**src/design/mfr_pkg.sv**
```systemverilog
// Shared constants for the minmod vertical face reconstruction block.
// No dependencies; imported by every module of the block.
`timescale 1ns / 1ps

package mfr_pkg;

  localparam int DEFAULT_MAX_WIDTH   = 1024;
  localparam int DEFAULT_SAMPLE_BITS = 32;

  localparam int ROW_WIDTH_BITS = 11;
  localparam logic [ROW_WIDTH_BITS-1:0] ROW_WIDTH_RESET = 11'd1024;
  localparam int WIDTH_MIN = 3;

endpackage

```
**src/design/mfr_limiter.sv**
```systemverilog
// Minmod limited face value with floor halving and saturation.
// Purely combinational; uses mfr_pkg for defaults.
`timescale 1ns / 1ps

module mfr_limiter
  import mfr_pkg::*;
#(
  parameter int SAMPLE_BITS = DEFAULT_SAMPLE_BITS
) (
  input  logic signed [SAMPLE_BITS-1:0] centre,
  input  logic signed [SAMPLE_BITS-1:0] above,
  input  logic signed [SAMPLE_BITS-1:0] below,
  output logic signed [SAMPLE_BITS-1:0] face
);

  localparam int DW = SAMPLE_BITS + 1;
  localparam int FW = SAMPLE_BITS + 2;

  logic signed [DW-1:0] c_ext, a_ext, b_ext;
  logic signed [DW-1:0] da, db, m, half;
  logic signed [FW-1:0] face_wide;
  logic [FW-SAMPLE_BITS:0] top;

  always_comb begin
    c_ext = {centre[SAMPLE_BITS-1], centre};
    a_ext = {above[SAMPLE_BITS-1], above};
    b_ext = {below[SAMPLE_BITS-1], below};
    da    = c_ext - b_ext;
    db    = a_ext - c_ext;
    if (!da[DW-1] && !db[DW-1]) begin
      m = (da <= db) ? da : db;
    end else if ((da[DW-1] || da == '0) && (db[DW-1] || db == '0)) begin
      m = (da >= db) ? da : db;
    end else begin
      m = '0;
    end
    half      = m >>> 1;
    face_wide = {{2{centre[SAMPLE_BITS-1]}}, centre} - {half[DW-1], half};
    top       = face_wide[FW-1:SAMPLE_BITS-1];
    if (top == '0 || top == '1) begin
      face = face_wide[SAMPLE_BITS-1:0];
    end else if (face_wide[FW-1]) begin
      face = {1'b1, {(SAMPLE_BITS-1){1'b0}}};
    end else begin
      face = {1'b0, {(SAMPLE_BITS-1){1'b1}}};
    end
  end

endmodule

```
**config.mk**
```make
export PLATFORM = sky130hd
export DESIGN_NAME = mfr_limiter
export DESIGN_NICKNAME = d
export VERILOG_FILES = /design/src/design/mfr_pkg.sv /design/src/design/mfr_limiter.sv
export SDC_FILE = /design/constraint.sdc
export NUM_CORES = 1
export LEC_CHECK = 0
export BUFFER_PORTS_ARGS = -buffer_cell sky130_fd_sc_hd__buf_2
export CORE_ASPECT_RATIO = 1.2
export CORE_UTILIZATION = 40
export DETAILED_ROUTE_END_ITERATION = 12
export PLACE_DENSITY = 0.57
export RECOVER_POWER = 50
export SLEW_MARGIN = 20
export SYNTH_ARGS = -nofsm -noshare
export SYNTH_HDL_FRONTEND = slang
export SYNTH_SLANG_ARGS = --single-unit
```
**constraint.sdc**
```tcl
create_clock -name vclk -period 37.4
set_input_delay 7.48 -clock vclk [all_inputs]
set_output_delay 7.48 -clock vclk [all_outputs]
set_load 0.02 [all_outputs]
```
* Word level (Yosys, flattened, before mapping)
Index checks and enable logic that the tools add are counted.
** Storage, ports and cells
- Bits in registers :: 0
- Output and inout bits :: 32
- Word-level logic and storage cells :: 22
** Cells by class
- Reduce and logical (&&, ||, !) cells :: 10
- Eq/ne operators :: 1
- Multiplexer cells :: 6
- Add/sub/neg operators :: 3
- Magnitude comparators :: 2
** Operators by type and width (number)
- $mux 33 :: 4
- $sub 32x32->33 :: 3
- $logic_not 33->1 :: 2
- $mux 32 :: 2
- $ge 33x33->1 :: 1
- $le 33x33->1 :: 1
- $eq 3x3->1 const B :: 1
- $logic_not 3->1 :: 1
- $logic_or 1x1->1 :: 3
- $logic_and 1x1->1 :: 2
- $logic_not 1->1 :: 2

* Depth between registers and ports, before layout
- Word-level depth :: 10
- Mapped depth :: 42
- Depth with buffers taken out :: 40

* Worst setup path after synthesis
Ideal clock, no wire load.
- Path kind :: input to output
- Start :: input port centre[0]
- End :: output port face[12]
- Data arrival time :: 14962 ps
- Setup slack :: 14958 ps
- Stages on the path :: 42
- Buffers on the path :: 2
- Cell sequence :: inv_1 ha_1 inv_1 fa_1 a21o_1 a22o_1 o211ai_2 o211ai_1 a211oi_1 or4_1 and3_1 inv_1 ha_1 a21o_1 a21o_1 a21o_1 a21oi_1 nor2b_1 [... 6 more ...] o21ai_0 o211ai_1 ha_1 inv_1 fa_1 a21o_1 a21oi_1 o21a_1 o21ai_1 o31ai_1 a21oi_1 and4_1 o41ai_2 o311a_1 a21oi_1 nor2_1 clkbuf_1 o21ai_0
** On the way
- Cells in the longest elaborated chain, start to end :: 10
- Elaborated cells between the ends (all ways) :: 22
- Those cells by class :: add/sub: 3; order compare: 2; eq/ne: 1; mux: 6; reduce/logical: 10
** RTL lines
- start: declaration :: RTL line mfr_limiter.sv:10 : input logic signed [SAMPLE_BITS-1:0] centre,
- branches (longest 6 deep; another with $sub 32x32->33)
- $sub 32x32->33 (*) :: RTL line mfr_limiter.sv:38 : face_wide = {{2{centre[SAMPLE_BITS-1]}}, centre} - {half[DW-1], half};
- $eq 3x3->1 or $logic_not 3->1 (tied branches) :: RTL line mfr_limiter.sv:40 : if (top == '0 || top == '1) begin
- $logic_or 1x1->1 :: RTL line mfr_limiter.sv:40
- $mux 32 (*) :: RTL line mfr_limiter.sv:40
- end: declaration :: RTL line mfr_limiter.sv:13 : output logic signed [SAMPLE_BITS-1:0] face
Mark *: on every way between the ends.

* Worst setup path after layout
- Start :: input port centre[1]
- End :: output port face[15]
The elaborated chain is that of the path after synthesis.

==> run metrics <==
outcome=finished, violations left; failing checks=capacitance limit, slew limit; Yosys cell types=between 90 and 100; Slew @ Worst Pin=~2.3 ns; Routed Antenna Nets=0; clkbuf count=0; crit-path max FO=35; core box area=roughly 19000 um2; DR WL/cell=around 17 um; most used cell, CP=o21ai_0; Hold-fix buffers, CTS=0; Worst path max stage delay=roughly 1.5 ns; Avg Vias per Cell=just under 6; row count=56; critical path capture point type=output port; f_max=about 37 MHz; Placer Congestion=slightly above 0.9; post-CTS sizing=0; Die Ht=about 160 um; Antenna diodes=0; global-route wire length before repair=~40 mm; endpoints failing hold=0; layout cell share with drive strength beyond 1=approximately 17%; Peak VDD IR=35.33 uV; hold wc startpoint=centre[0]; RSZ-0062 raised after global routing=no; Detailed Route WL=25.28 mm; Mapped Cells=roughly 1100; fillcell total=~2200; Netlist Area Pre-Place=7939 um2; GRT overflow=0; pin count of the biggest net entering global routing=40; initial antenna violation count=0; Initial Util=about two fifths; Post-CTS Setup Inserts=0; Setup Viol. Count Final=0; hold crit path type=primary input to output port; hold path depth=5; Worst Path Class, Setup=primary input to output port; FFs & Latches=0; Critical Path Start Type=primary input; Crit path arrival time=19.88 ns; Endpoint, Worst Hold=face[0]; via count of the first global-routing pass=7857; register area=0 um2; sequential element share of the synthesized area=0%; syn_nets=~1300; DIE WIDTH=roughly 130 um; # DRC=0; I/O Buffers=between 100 and 150; Slew headroom=-50.40%; leakage=a little over 4 nW; Layout area overhead=9.724%; Fin Setup TNS=0 ns; Detailed Route Iter0 Violations=between 400 and 500; Pre-antenna DRT Iters=5; Syn Area/Cell=roughly 7.3 um2; most frequent cells in the layout=inv_1, ha_1, buf_2, a21oi_1, nor2_1; crit path max-delay cell type=clkbuf_1; Die ar.=20420 um2; Ys Warns=0; detailed placer's ending HPWL=around 22 mm; Nets=roughly 1400; fin crit share=73.16%; Tmin final=27.36 ns; Total GRT Usage=around 25%; Power Total=~0.4 mW; io pins=between 100 and 150; max cap viols=2; pwr/cell area=approximately 46 nW/um2; fin. max-slew vios=69; most common cell after layout, fill and taps aside=inv_1; worst path required time=29.92 ns; routed via count=8331
[final cells by class]
type                            count  area (um2)  area share (%)
Multi-Input combinational cell    922        7239           83.11
Timing Repair Buffer              132       653.1           7.498
Inverter                          131       491.7           5.645
Tap cell                          261       326.6           3.749
[per-stage QoR]
step | area (um2) | utilization (%) | worst slack, ns | hold slack, ns | instances
6_report | 8711 | 44.72 | 10.04 | 15.56 | 1446
5_1_grt | 8711 | 44.72 | 8.859 | 15.65 | 1446
4_1_cts | 8742 | 44.88 | 12.45 | 15.61 | 1446
3_5_place_dp | 8742 | 44.88 | 12.49 | 15.60 | 1446
3_3_place_gp | 8742 | 44.88 | 12.68 | 15.59 | 1446
2_1_floorplan | 7939 | - | 14.96 | 15.36 | 1089
[worst max-delay path, delay by kind of cell]
family	cells	cell delay [ns]
AO/OA/AOI/OAI	18	4.21
adder cells (fa/ha/maj)	4	1.37
buffers and inverters	6	2.84
AND/OR/NAND/NOR	13	3.92
[cell families after synthesis]
| kind of cell | synth area share, % |
|---|---|
| simple gates | 17.86 |
| xor+xnor | 7.817 |
| compound gates | 35.76 |
| mux | 7.612 |
| buf+inv | 8.763 |
| fa+ha+maj | 22.19 |
[synth_stat cells (4+ instances only)]
| master | number | area (um2) |
|---|---|---|
| inv_1 | 129 | 484.2 |
| ha_1 | 128 | 1602 |
| a21oi_1 | 90 | 450.4 |
| nor2_1 | 65 | 244.0 |
| o21ai_0 | 59 | 295.3 |
| a21o_1 | 48 | 360.4 |
| nand2_1 | 45 | 168.9 |
| xnor2_1 | 44 | 385.4 |
| mux2i_1 | 36 | 360.4 |
| a22oi_2 | 30 | 375.4 |
| xor2_1 | 25 | 219.0 |
| nand3_1 | 23 | 115.1 |
| o21a_1 | 23 | 172.7 |
| nor3_1 | 20 | 100.1 |
| clkbuf_1 | 19 | 71.32 |
| nand4_1 | 19 | 118.9 |
| nor2b_1 | 17 | 106.4 |
| and3_1 | 15 | 93.84 |
| o211ai_1 | 14 | 105.1 |
| o31ai_1 | 13 | 97.59 |
| nand2b_1 | 12 | 75.07 |
| mux2_2 | 11 | 123.9 |
| a211oi_1 | 10 | 75.07 |
| maj3_1 | 10 | 100.1 |
| a21boi_0 | 9 | 67.56 |
| and2_1 | 8 | 50.05 |
| and4_1 | 8 | 70.07 |
| mux2_4 | 8 | 120.1 |
| o2111ai_1 | 8 | 70.07 |
| o21ai_1 | 8 | 40.04 |
| buf_2 | 7 | 35.03 |
| buf_6 | 7 | 78.83 |
| o21bai_1 | 7 | 52.55 |
| or3_1 | 7 | 43.79 |
| a31oi_1 | 6 | 37.54 |
| or2_2 | 6 | 37.54 |
| a211o_1 | 5 | 43.79 |
| nor4_1 | 5 | 31.28 |
| a2111oi_0 | 4 | 35.03 |
| a311oi_1 | 4 | 35.03 |
| nor3b_1 | 4 | 30.03 |
| o211a_1 | 4 | 40.04 |
[worst max path at each step]
| stage | start | end | slack (ns) |
|---|---|---|---|
| after detailed placement | centre[1] | face[4] | 12.49 |
| final | centre[1] | face[15] | 10.04 |
| after CTS | centre[1] | face[4] | 12.45 |
| after global routing | above[0] | face[4] | 8.86 |
| after floorplan | centre[0] | face[12] | 14.96 |
| after global placement | centre[1] | face[2] | 12.68 |
[routing by layer]
| metal | routed length, um | track usage (%) | vias to the layer above |
|---|---|---|---|
| met5 | 0 | 0 | - |
| met4 | 1179 | 9.195 | 0 |
| met3 | 576 | 0.2051 | 45 |
| met2 | 13030 | 47.90 | 197 |
| met1 | 10500 | 28.37 | 3857 |
| li1 | - | - | 4232 |
[power by group]
group / internal (mW) / switching [mW]
combinational: 0.159 / 0.240
clock: 0 / 0
sequential: 0 / 0
total: 0.159 / 0.240
No activity file was read; power rests on OpenSTA's default activity.
